`config.mk`:
```
export PLATFORM = sky130hd
export DESIGN_NAME = subb_ctrl
export DESIGN_NICKNAME = d
export VERILOG_FILES = /design/src/hdl/subb_pkg.sv /design/src/hdl/subb_ctrl.sv
export SDC_FILE = /design/constraint.sdc
export NUM_CORES = 1
export LEC_CHECK = 0
export BUFFER_PORTS_ARGS = -buffer_cell sky130_fd_sc_hd__buf_4
export CAP_MARGIN = 20
export CORE_MARGIN = 3
export CORE_UTILIZATION = 51
export CTS_CLUSTER_DIAMETER = 60
export DETAILED_ROUTE_END_ITERATION = 6
export PLACE_DENSITY = 0.79
export SYNTH_ARGS = -nofsm -noshare
export SYNTH_HDL_FRONTEND = slang
export SYNTH_SLANG_ARGS = --single-unit
```
`constraint.sdc`:
```
create_clock -name clk -period 2.3 [get_ports clk]
set_input_delay 0.23 -clock clk [delete_from_list [all_inputs] [get_ports clk]]
set_output_delay 0.23 -clock clk [all_outputs]
set_load 0.03 [all_outputs]
```
`src/hdl/subb_pkg.sv`:
```
// ----------------------------------------------------------------------------
// subb_pkg
// Shared types, codes and coefficient tables for the stereo upmix biquad bank.
// ----------------------------------------------------------------------------
package subb_pkg;

  localparam int SAMPLE_W = 32;
  localparam int ACC_W    = 40;
  localparam int GAIN_W   = 31;
  localparam int PROD_W   = 64;
  localparam int HIST_D   = 12;
  localparam int NUM_CH   = 6;

  localparam int CFG_INDEX_W = 2;
  localparam logic [CFG_INDEX_W-1:0] CFG_ROUTE_MODE = 2'd0;
  localparam logic [CFG_INDEX_W-1:0] CFG_INPUT_GAIN = 2'd1;

  localparam logic [GAIN_W-1:0] GAIN_RESET = 31'd1520301996;

  // filter sets
  localparam logic [1:0] SET_LPF = 2'd0;
  localparam logic [1:0] SET_HPF = 2'd1;
  localparam logic [1:0] SET_BPF = 2'd2;

  // channel numbers
  localparam logic [2:0] CH_LEFT   = 3'd0;
  localparam logic [2:0] CH_CENTER = 3'd1;
  localparam logic [2:0] CH_RIGHT  = 3'd2;
  localparam logic [2:0] CH_LSUR   = 3'd3;
  localparam logic [2:0] CH_RSUR   = 3'd4;
  localparam logic [2:0] CH_BASS   = 3'd5;

  // biquad term steps
  localparam logic [2:0] TERM_A0   = 3'd0;
  localparam logic [2:0] TERM_A1   = 3'd1;
  localparam logic [2:0] TERM_A2   = 3'd2;
  localparam logic [2:0] TERM_B1   = 3'd3;
  localparam logic [2:0] TERM_B2   = 3'd4;
  localparam logic [2:0] TERM_LAST = 3'd5;

  localparam logic [2:0] LAST_SLOT_PASS = 3'd4;
  localparam logic [2:0] LAST_SLOT_FULL = 3'd5;

  typedef struct packed {
    logic [2:0] ch;
    logic [1:0] set;
    logic       src_r;
  } slot_desc_t;

  typedef struct packed {
    logic       capture;
    logic       mul_en;
    logic       mul_gain;
    logic       mul_gain_r;
    logic [2:0] mul_term;
    slot_desc_t mul_desc;
    logic       tl_en;
    logic       tr_en;
    logic       pass_en;
    logic       acc_en;
    logic       acc_first;
    logic [2:0] acc_term;
    logic       wb_en;
    slot_desc_t wb_desc;
    logic       push_en;
  } dp_cmd_t;

  function automatic slot_desc_t slot_desc(input logic mode, input logic [2:0] slot);
    slot_desc_t d;
    d = '{ch: CH_LEFT, set: SET_LPF, src_r: 1'b0};
    if (mode) begin
      case (slot)
        3'd0: d = '{ch: CH_CENTER, set: SET_LPF, src_r: 1'b0};
        3'd1: d = '{ch: CH_LSUR,   set: SET_HPF, src_r: 1'b0};
        3'd2: d = '{ch: CH_RSUR,   set: SET_BPF, src_r: 1'b0};
        3'd3: d = '{ch: CH_RIGHT,  set: SET_BPF, src_r: 1'b1};
        3'd4: d = '{ch: CH_BASS,   set: SET_HPF, src_r: 1'b1};
        default: d = '{ch: CH_BASS, set: SET_HPF, src_r: 1'b1};
      endcase
    end else begin
      case (slot)
        3'd0: d = '{ch: CH_LEFT,   set: SET_LPF, src_r: 1'b0};
        3'd1: d = '{ch: CH_CENTER, set: SET_HPF, src_r: 1'b0};
        3'd2: d = '{ch: CH_LSUR,   set: SET_BPF, src_r: 1'b0};
        3'd3: d = '{ch: CH_RSUR,   set: SET_BPF, src_r: 1'b1};
        3'd4: d = '{ch: CH_RIGHT,  set: SET_HPF, src_r: 1'b1};
        3'd5: d = '{ch: CH_BASS,   set: SET_LPF, src_r: 1'b1};
        default: d = '{ch: CH_BASS, set: SET_LPF, src_r: 1'b1};
      endcase
    end
    return d;
  endfunction

  // halved coefficients, Q1.31
  function automatic logic signed [SAMPLE_W-1:0] coef(input logic [1:0] set,
                                                      input logic [2:0] term);
    logic signed [SAMPLE_W-1:0] c;
    c = '0;
    case (set)
      SET_LPF: begin
        case (term)
          TERM_A0: c = 32'sd610995363;
          TERM_A1: c = 32'sd1221990726;
          TERM_A2: c = 32'sd610995363;
          TERM_B1: c = 32'sd1012330264;
          TERM_B2: c = 32'sd357909365;
          default: c = '0;
        endcase
      end
      SET_HPF: begin
        case (term)
          TERM_A0: c = 32'sd997101531;
          TERM_A1: c = -32'sd1994203062;
          TERM_A2: c = 32'sd997101531;
          TERM_B1: c = -32'sd1988725833;
          TERM_B2: c = 32'sd925938467;
          default: c = '0;
        endcase
      end
      SET_BPF: begin
        case (term)
          TERM_A0: c = 32'sd399719220;
          TERM_A1: c = 32'sd0;
          TERM_A2: c = -32'sd399719220;
          TERM_B1: c = -32'sd734198042;
          TERM_B2: c = 32'sd274303384;
          default: c = '0;
        endcase
      end
      default: c = '0;
    endcase
    return c;
  endfunction

endpackage

```
`src/hdl/subb_ctrl.sv`:
```
// ----------------------------------------------------------------------------
// subb_ctrl
// Sequencer: gain steps, five MAC steps per filter slot, writeback, output.
// ----------------------------------------------------------------------------
module subb_ctrl import subb_pkg::*; (
  input  logic    clk,
  input  logic    rst_n,
  input  logic    in_valid,
  output logic    in_ready,
  input  logic    out_ready,
  output logic    out_valid,
  input  logic    route_mode,
  output dp_cmd_t cmd
);

  typedef enum logic [4:0] {
    S_IDLE = 5'b00001,
    S_GAIN = 5'b00010,
    S_RUN  = 5'b00100,
    S_WB   = 5'b01000,
    S_PUSH = 5'b10000
  } state_t;

  state_t     state_r, state_nxt;
  logic       phase_r, phase_nxt;
  logic [2:0] slot_r, slot_nxt;
  logic [2:0] term_r, term_nxt;
  logic       out_valid_r, out_valid_nxt;
  logic [2:0] last_slot;
  logic       push;

  assign in_ready  = (state_r == S_IDLE);
  assign out_valid = out_valid_r;
  assign last_slot = route_mode ? LAST_SLOT_PASS : LAST_SLOT_FULL;
  assign push      = (state_r == S_PUSH) && (!out_valid_r || out_ready);

  always_comb begin
    state_nxt = state_r;
    phase_nxt = phase_r;
    slot_nxt  = slot_r;
    term_nxt  = term_r;

    cmd            = '0;
    cmd.mul_term   = term_r;
    cmd.mul_desc   = slot_desc(route_mode, slot_r);
    cmd.acc_term   = term_r - 3'd1;
    cmd.wb_desc    = slot_desc(route_mode, slot_r - 3'd1);
    cmd.capture    = in_valid && (state_r == S_IDLE);
    cmd.push_en    = push;

    case (state_r)
      S_IDLE: begin
        if (in_valid) begin
          state_nxt = S_GAIN;
          phase_nxt = 1'b0;
        end
      end
      S_GAIN: begin
        cmd.mul_en   = 1'b1;
        cmd.mul_gain = 1'b1;
        if (!phase_r) begin
          phase_nxt = 1'b1;
        end else begin
          cmd.mul_gain_r = 1'b1;
          cmd.tl_en      = 1'b1;
          state_nxt      = S_RUN;
          slot_nxt       = '0;
          term_nxt       = '0;
        end
      end
      S_RUN: begin
        cmd.mul_en    = (term_r != TERM_LAST);
        cmd.acc_en    = (term_r != TERM_A0);
        cmd.acc_first = (term_r == TERM_A1);
        cmd.wb_en     = (term_r == TERM_A0) && (slot_r != 3'd0);
        cmd.tr_en     = (term_r == TERM_A0) && (slot_r == 3'd0);
        cmd.pass_en   = (term_r == TERM_A0) && (slot_r == 3'd0) && route_mode;
        if (term_r == TERM_LAST) begin
          term_nxt = '0;
          slot_nxt = slot_r + 3'd1;
          if (slot_r == last_slot) begin
            state_nxt = S_WB;
          end
        end else begin
          term_nxt = term_r + 3'd1;
        end
      end
      S_WB: begin
        cmd.wb_en = 1'b1;
        state_nxt = S_PUSH;
      end
      S_PUSH: begin
        if (push) begin
          state_nxt = S_IDLE;
        end
      end
      default: state_nxt = S_IDLE;
    endcase

    out_valid_nxt = out_valid_r;
    if (push) begin
      out_valid_nxt = 1'b1;
    end else if (out_ready) begin
      out_valid_nxt = 1'b0;
    end
  end

  always_ff @(posedge clk) begin
    if (!rst_n) begin
      state_r     <= S_IDLE;
      phase_r     <= 1'b0;
      slot_r      <= '0;
      term_r      <= '0;
      out_valid_r <= 1'b0;
    end else begin
      state_r     <= state_nxt;
      phase_r     <= phase_nxt;
      slot_r      <= slot_nxt;
      term_r      <= term_nxt;
      out_valid_r <= out_valid_nxt;
    end
  end

endmodule

```
Yosys cells after proc, flatten, opt, wreduce, memory -nomap -nowiden
Index checks and enable logic that the tools add are counted.

Add/subtract/negate cells: 4. $mul: 0. Div/mod/pow operators: 0. Order comparisons: 0. Equal/unequal tests: 22. Shift operators: 0. Muxes and demuxes: 28. Bitwise operators: 0. Reductions and logical operators: 19.

Operator list (number): $pmux 6 s5 (2); $pmux 6 s4 (2); $mux 5 (5); $pmux 5 s5 (1); $eq 3x2->1 const B (4); $mux 6 (2); $pmux 3 s2 (2); $ne 2x2->1 const B (5); $eq 3x1->1 const B (3); $eq 3x3->1 const B (3); $logic_not 3->1 (3); $mux 3 (3); $add 3x1->3 const B (2); $mux 1 (6); $pmux 1 s2 (3); $reduce_bool 2->1 (3); $reduce_bool 3->1 (2); $sub 3x1->3 const B (2); $eq 5x1->1 const B (1); $eq 5x2->1 const B (1); $eq 5x3->1 const B (1); $eq 5x4->1 const B (1); $eq 5x5->1 const B (1); $logic_and 1x1->1 (5); other kinds (9) (10).

Flip-flop bits (word level): 13. Bits in latches: 0. Bits in writable memories: 0. ROM bits: 0. Input port bits: 5. Output and inout bits: 31. Memories: 0.

Depth between registers and ports, before layout
Gate-level depths: netlist (run 1).

Depth in word-level cells: 5. Depth in mapped cells: 7. Mapped depth without buffers: 7.

Worst setup path before layout (run 1)
OpenSTA, ideal clock, no wires.

Path type: register to output. Start: reg slot_r[0]. End: out cmd[17] (netlist name). Arrival time: 2351 ps. Setup slack: -281 ps. Cell stages (with the launch flop): 6. Buffers on the path: 0. Cells stage by stage: dfxtp_1 > inv_1 > ha_1 > ha_1 > o21bai_1 > o311ai_0.

RTL lines: start, declared (line subb_ctrl.sv:26) `logic [2:0] slot_r, slot_nxt;`; start signal, assigned (line subb_ctrl.sv:118) `slot_r <= slot_nxt;`; end, declared (line subb_ctrl.sv:13) `output dp_cmd_t cmd`.

==> reports/qor.txt, run 1 <==
outcome - completed
cts hold-fix bufs - 0
unrepaired setup endpoints after global routing - false
pin count of the biggest net entering global routing - 16
EDFF count, synth - 0
vias - 1251
Pre-antenna DRT Iters - 4
Crit Path Max Fanout - 6
post-route minimum period - 2190 ps
TritonCTS clock tree - built
post-layout net count - 208
vias per std cell - 5.79
Area contributors post-synth - dfxtp_1 (22%), ha_1 (14%), nor2_1 (5.0%)
final WL - 3040 um
ys flop type - dfxtp_1
Power Total - 0.536 mW
Worst Path Required - 2070 ps
root buf cell - clkbuf_4
Std-Cell Rows - 17
initial core utilization - 54.1%
H-tree levels - 1
Seq cells post-synth - 13
final setup fails - 0
setup ws final - 111 ps
Data arrival, critical path - 1960 ps
initial antenna violation count - 0
Place WS - 159 ps
ANT cells - 0
clock sink total - 13
Final period util - 95.2%
Netlist cell types - 46
worst vdd ir - 0.338 mV
drc violations - 0
post-CTS setup buffers - 0
hold wc startpoint - rst_n
Max Buffers Root-to-Sink - 2
crit end category - primary output
Post-synth ARST share - 0%
number of nets with antenna violations after routing - 0
Hold Fails Final Rpt - 0
sequential share of the synthesized area - 21.5%
Layout Skew - 0.475 ps
Worst Setup Start Kind - flop
max_cap viols - 0
Syn Area/Cell - 7.75 um^2
number of buffers added on ports - 35
post-synth top area share - 21.5%
DIE HEIGHT - 54.7 um
pin slew with the least headroom to its limit - 411 ps
Crit Path Category - flop to primary output
Hold Crit Class - input port to flop
area grow syn2layout - 27.1%
Slew Viols, Final - 0
Die X-Extent - 54.7 um
Rel. slew slack - 72.5%
Setup TNS - 0 ps
leak pwr - 0.686 nW
yosys warns - 0
Post-Synthesis Cells - 156
Core Box Area - 0.00223 mm^2
placer congestion estimate - 0.784
drt wl/cell - 14.1 um
Net Count, Synth - 175
grt total ovfl - 0
layout cells sized above 1 - 30.9%
post-cts sizing count - 3
Power per Cell Area - 349 mW/mm^2
DRT iter0 DRCs - 37
post-synth top area cell - dfxtp_1
post-synthesis cell area - 0.00121 mm^2
Crit. Startpoint - slot_r[1]$_SDFFE_PN0P_
Die Area - 0.00299 mm^2
clock-pin slew on the worst setup and hold paths - 90 ps
clk_lat worst skew - 280 ps
reg2reg start - state_r[1]$_SDFFE_PN0P_
vias in the first global route - 1170
first-pass GRT wire length - 4930 um
total CTS buffers - 3
FMAX - 457 MHz
GRT Total Usage - 21.8%
DP HPWL - 2200 um
# IOs - 36
[critical path, cell delays in order, from the launching register on]
cell and delay (ps):
dfxtp_4 390, inv_2 70, ha_4 170, ha_4 290, inv_2 60, o32a_1 350, o22a_1 180, buf_4 170
[worst paths after layout]
check                           slack, ps  cells past startpoint                 endpoint
worst max-delay path                  110                      7                   cmd[4]
worst min-delay path                  230                      3  state_r[3]$_SDFFE_PN0P_
worst max register to register        460                      4   slot_r[1]$_SDFFE_PN0P_
worst min register to register        540                      2  state_r[2]$_SDFFE_PN0P_
[final cells by class]
| type | instances | area (um^2) |
|---|---|---|
| tap | 28 | 35.0 |
| clock buffer | 4 | 26.3 |
| timing repair buffer | 36 | 270 |
| inverter | 13 | 48.8 |
| multi-input combinational | 122 | 891 |
| fill | 195 | 697 |
| sequential | 13 | 265 |
[layout by cell type (no fill, tap or decap), types with 2 or more instances in the layout]
cell type / instances
clkbuf_4: 3
xor2_1: 3
a21boi_1: 3
buf_4: 36
nand4b_1: 3
inv_1: 10
ha_4: 2
nor3b_1: 3
a21boi_0: 4
nor2b_1: 2
or4_1: 3
dfxtp_1: 11
nand2_1: 12
mux2i_1: 3
nand2b_1: 3
and3_1: 2
inv_2: 3
o211ai_1: 3
o21ai_0: 9
and2_1: 2
nor3_1: 6
nand3_1: 3
o21bai_1: 2
nor2_1: 16
ha_1: 11
o311ai_1: 2
[per-layer routing]
layer	vias up	GRT usage [%]	routed length [um]
met5	-	0	0
met3	8	1.63	171
met2	60	39.8	1510
met4	0	7.88	47
li1	616	-	-
met1	567	26.2	1310
[flip-flops by register name (all words and copies together), names as in the netlist]
signal and flops:
term_r 3, phase_r 1, slot_r 3, state_r 5
out_valid 1
[cells by family after synthesis]
| kind of cell | Yosys count | share of synthesized area, % |
|---|---|---|
| flops | 13 | 21.5 |
| fa+ha+maj | 14 | 14.5 |
| xor+xnor | 4 | 2.90 |
| compound gates | 35 | 20.6 |
| mux | 4 | 3.42 |
| simple gates | 65 | 29.6 |
| buf+inv | 21 | 7.45 |
[stage by stage]
step,std cells,cell area (um^2),hold slack (ps),util [%]
final,216,1540,231,68.8
after global placement,212,1470,502,65.9
after floorplan,156,1210,397,-
after CTS,216,1520,226,67.8
after global routing,216,1540,240,68.8
after detailed placement,212,1470,519,65.9
[Yosys cell counts (all sizes together), types with 3 or more instances]
cell     n
nand2b   3
a21boi   7
xor2     3
clkbuf   5
inv     13
nand2   12
nor3b    3
o21ai   11
nand4b   3
or4      3
nor2    16
nand3    3
o211ai   3
buf      3
ha      14
dfxtp   13
and3     3
nor3     7
mux2i    3
[power by group]
part	total, mW	switching (mW)	leakage, nW	internal [mW]
clock	0.149	0.0818	0.0150	0.0672
combinational	0.140	0.0847	0.564	0.0557
sequential	0.247	0.0134	0.107	0.233
Note: power is estimated with default switching activity, not from simulation.
==> run 2, diff against run 1 <==
- CORE_ASPECT_RATIO: unset -> 0.8
- CORE_UTILIZATION: 51 -> 53
- CTS_BUF_LIST: unset -> sky130_fd_sc_hd__clkbuf_4
- PLACE_DENSITY: 0.79 -> 0.82
==> reports/qor.txt, run 2 (synthesis gave the netlist of run 1 again) <==
Power per Cell Area - 351 mW/mm^2
TritonCTS clock tree - built
ANT cells - 0
Crit Path Max Fanout - 6
DIE HEIGHT - 48.7 um
Sw Ratio - 32.3%
GRT Total Usage - 21.6%
Hold Crit Class - input port to flop
initial core utilization - 60.0%
total CTS buffers - 3
worst vdd ir - 0.440 mV
post-route minimum period - 2180 ps
FF-to-FF setup slack - 450 ps
pin slew with the least headroom to its limit - 422 ps
Die X-Extent - 59.4 um
number of nets with antenna violations after routing - 0
FF-to-FF path depth - 4
commonest non-fill, non-tap cell in the layout - buf_4
reg2reg start - state_r[1]$_SDFFE_PN0P_
number of buffers added on ports - 35
clock-pin slew on the worst setup and hold paths - 80 ps
unrepaired setup endpoints after global routing - false
Rel. slew slack - 71.9%
Hold Fails Final Rpt - 0
reg2reg end - slot_r[1]$_SDFFE_PN0P_
Data arrival, critical path - 1950 ps
top flop regs - state_r x5, slot_r x3, term_r x3
Std-Cell Rows - 14
part of the power in registers - 45.4%
placed cell count - 208
H-tree levels - 1
WHS Endpoint - state_r[3]$_SDFFE_PN0P_
flip-flop count of the largest register after layout - 5
Die Area - 0.00289 mm^2
Clk network pwr share - 28.7%
hold path depth - 3
placer congestion estimate - 0.756
drc violations - 0
cts hold-fix bufs - 0
Worst Path Required - 2070 ps
DP HPWL - 2370 um
vias in the first global route - 1102
Largest Register - state_r
combinational power share - 25.9%
Worst Setup Start Kind - flop
Core Box Area - 0.00201 mm^2
outcome - completed
area grow syn2layout - 28.2%
FMAX - 458 MHz
Pre-antenna DRT Iters - 4
Setup TNS - 0 ps
Slew Viols, Final - 0
final setup fails - 0
final WL - 3170 um
Crit Path Category - flop to primary output
DRT iter0 DRCs - 61
Max Buffers Root-to-Sink - 2
Sw Pwr - 0.175 mW
pin count of the biggest net entering global routing - 16
Finished Layout Cells - 213
leak pwr - 0.694 nW
vias - 1246
first-pass GRT wire length - 5000 um
root buf cell - clkbuf_4
drt wl/cell - 14.9 um
Final period util - 94.9%
max_cap viols - 0
Layout Utilization - 76.9%
clk_lat worst skew - 280 ps
Layout Skew - 4.34 ps
Power Internal - 0.368 mW
commonest cells after routing, fill and taps aside - buf_4 (36), nor2_1 (16), nand2_1 (12), dfxtp_1 (12)
hold wc startpoint - rst_n
layout cells sized above 1 - 30.7%
grt total ovfl - 0
initial antenna violation count - 0
vias per std cell - 5.85
# IOs - 36
post-layout net count - 209
crit end category - primary output
clock sink total - 13
==> run 2: cell types whose count changed in the layout (fill, tap and decap cells not counted) <==
cell / before / now
buf_6: 0 / 1
clkbuf_1: 1 / 0
clkbuf_4: 3 / 4
clkinvlp_4: 0 / 1
dfxtp_1: 11 / 12
dfxtp_2: 1 / 0
inv_1: 10 / 11
inv_2: 3 / 1
==> run 2: how the worst max path moves through the flow <==
stage	slack, ps	depth (start not counted)	from	to
2_1_floorplan	60	6	slot_r[0]$_SDFFE_PN0P_	cmd[2]
3_3_place_gp	220	7	slot_r[1]$_SDFFE_PN0P_	cmd[4]
3_5_place_dp	120	7	slot_r[1]$_SDFFE_PN0P_	cmd[4]
4_1_cts	20	7	slot_r[1]$_SDFFE_PN0P_	cmd[4]
5_1_grt	40	7	slot_r[1]$_SDFFE_PN0P_	cmd[4]
6_report	120	7	slot_r[1]$_SDFFE_PN0P_	cmd[4]
==> run 2: what timing repair did <==
item | CTS | global route
cloned | 0 | 0
endpoints found under the hold margin | 0 | 0
setup buffers | 0 | 1
pin swaps | 0 | 4
setup endpoints to repair | 2 | 3
gates resized for setup | 3 | 7
==> run 2: layer usage <==
metal	global-route usage [%]	routed length, um	up-vias
li1	-	-	616
met1	31.2	1460	577
met2	32.2	1480	49
met3	5.85	206	4
met4	3.40	21	0
met5	0	0	-
==> run 2: stage by stage <==
stage | setup slack (ps) | total power, mW | instance area [um^2] | hold WS [ps]
after CTS | 15.1 | 0.543 | 1510 | 236
after global routing | 41.6 | 0.569 | 1550 | 242
after detailed placement | 117 | 0.391 | 1470 | 516
after global placement | 217 | 0.388 | 1470 | 509
final | 116 | 0.543 | 1550 | 236
after floorplan | 61.8 | 0.350 | 1210 | 397
==> run 2: power groups by stage <==
stage	sequential, mW	clock, mW	combinational [mW]
6_report	0.247	0.156	0.141
5_1_grt	0.248	0.168	0.153
4_1_cts	0.247	0.157	0.139
3_5_place_dp	0.253	0	0.139
3_3_place_gp	0.252	0	0.136
2_1_floorplan	0.250	0	0.0998
==> run 2: layout make-up <==
type                    count  area, um^2
well taps                  24        30.0
clock buffers               4        30.0
fillers                   145         465
repair buffers             37         282
flip-flops and latches     13         264
inverters                  13        52.6
multi-input cells         122         891
==> run 2: worst max-delay path, stage by stage (launching register included) <==
cell and delay [ps]:
dfxtp_4 390, clkinvlp_4 130, ha_4 190, ha_4 300, inv_2 60, o32a_1 300
o22a_1 170, buf_6 140
==> run 3, diff against run 2 <==
- RECOVER_POWER: unset -> 50
- SLEW_MARGIN: unset -> 5
==> reports/qor.txt, run 3 (synthesis gave the netlist of run 1 again) <==
Slew Viols, Final - 0
layout cells sized above 1 - 24.3%
reg2reg end - slot_r[1]$_SDFFE_PN0P_
unrepaired setup endpoints after global routing - false
Largest Register - state_r
area grow syn2layout - 24.5%
crit end category - primary output
outcome - completed
Crit Path Category - flop to primary output
clk_lat worst skew - 280 ps
commonest cells after routing, fill and taps aside - buf_4 (26), nor2_1 (16), nand2_1 (12), dfxtp_1 (12)
root buf cell - clkbuf_4
total CTS buffers - 3
Worst Setup Start Kind - flop
cts hold-fix bufs - 0
flip-flop count of the largest register after layout - 5
Hold Worst Slack - 239 ps
Setup TNS - 0 ps
Rel. slew slack - 71.2%
hold wc startpoint - rst_n
top flop regs - state_r x5, slot_r x3, term_r x3
M1 WL - 1430 um
pin count of the biggest net entering global routing - 16
grt total ovfl - 0
FMAX - 458 MHz
Final period util - 94.9%
placed cell count - 208
DIE HEIGHT - 48.7 um
Die X-Extent - 59.4 um
drt wl/cell - 14.9 um
first-pass GRT wire length - 5000 um
H-tree levels - 1
placer congestion estimate - 0.756
Core Box Area - 0.00201 mm^2
Routed met3 length - 249 um
max layer used - met4
WHS Endpoint - state_r[3]$_SDFFE_PN0P_
DRT iter0 DRCs - 74
hold path depth - 3
Layout Skew - 3.10 ps
Place WS - 117 ps
post-layout net count - 209
setup ws final - 117 ps
Worst Path Required - 2070 ps
met2 wire len - 1490 um
max_cap viols - 0
ANT cells - 0
number of buffers added on ports - 35
Crit Path Max Fanout - 6
vias - 1257
vias in the first global route - 1102
number of nets with antenna violations after routing - 0
FF-to-FF setup slack - 390 ps
Hold Crit Class - input port to flop
initial core utilization - 60.0%
drc violations - 0
Max Buffers Root-to-Sink - 2
final setup fails - 0
Layout fillers - 158
pin slew with the least headroom to its limit - 431 ps
GRT Total Usage - 21.6%
Power per Cell Area - 352 mW/mm^2
Std-Cell Rows - 14
final WL - 3180 um
initial antenna violation count - 0
TritonCTS clock tree - built
reg2reg start - state_r[1]$_SDFFE_PN0P_
Layout Utilization - 74.7%
Hold Fails Final Rpt - 0
worst vdd ir - 0.425 mV
FF-to-FF path depth - 4
Post-DP Area - 0.00147 mm^2
clock-pin slew on the worst setup and hold paths - 80 ps
vias per std cell - 5.90
fin area - 0.00151 mm^2
Finished Layout Cells - 213
Data arrival, critical path - 1950 ps
commonest non-fill, non-tap cell in the layout - buf_4
leak pwr - 0.654 nW
clock sink total - 13
# IOs - 36
Die Area - 0.00289 mm^2
Pre-antenna DRT Iters - 4
post-route minimum period - 2180 ps
DP HPWL - 2370 um
Power Total - 0.530 mW
-- run 3: timing repair --
item                                    CTS  global route
cloned                                    0             0
setup buffers                             0             1
endpoints found under the setup margin    2             3
gates resized for setup                   3             7
pin swaps                                 0             4
-- run 3: worst max path at each step --
stage                                        from     end  slack, ps  cells after the start
final                      slot_r[1]$_SDFFE_PN0P_  cmd[4]        120                      7
after global routing      state_r[1]$_SDFFE_PN0P_  cmd[7]         30                      4
after CTS                  slot_r[1]$_SDFFE_PN0P_  cmd[4]         20                      7
after global placement     slot_r[1]$_SDFFE_PN0P_  cmd[4]        220                      7
after floorplan            slot_r[0]$_SDFFE_PN0P_  cmd[2]         60                      6
after detailed placement   slot_r[1]$_SDFFE_PN0P_  cmd[4]        120                      7
-- run 3: layer usage --
| metal | global-route usage (%) | vias up |
|---|---|---|
| li1 | - | 620 |
| met5 | 0 | - |
| met1 | 31.2 | 577 |
| met3 | 5.85 | 2 |
| met4 | 3.40 | 0 |
| met2 | 32.2 | 58 |
-- run 3: power breakdown --
part / switching [mW] / total, mW / internal [mW]
Clock: 0.0758 / 0.155 / 0.0791
Sequential: 0.0128 / 0.246 / 0.233
Combinational: 0.0853 / 0.129 / 0.0441
Total: 0.174 / 0.530 / 0.356
-- run 3: worst max-delay path, cell delays in order (launching register included) --
cell and delay, ps:
dfxtp_4 390, clkinvlp_4 130, ha_4 190, ha_4 300
inv_2 60, o32a_1 300, o22a_1 170, buf_6 140
-- run 3: cell type report --
type                       instances  area, um^2  share of cell area (%)
clock buffer                       4        30.0                    2.00
inverter                          13        52.6                    3.49
multi-input combinational        122         885                    58.8
sequential                        13         264                    17.5
tap                               24        30.0                    2.00
timing repair buffer              37         244                    16.2
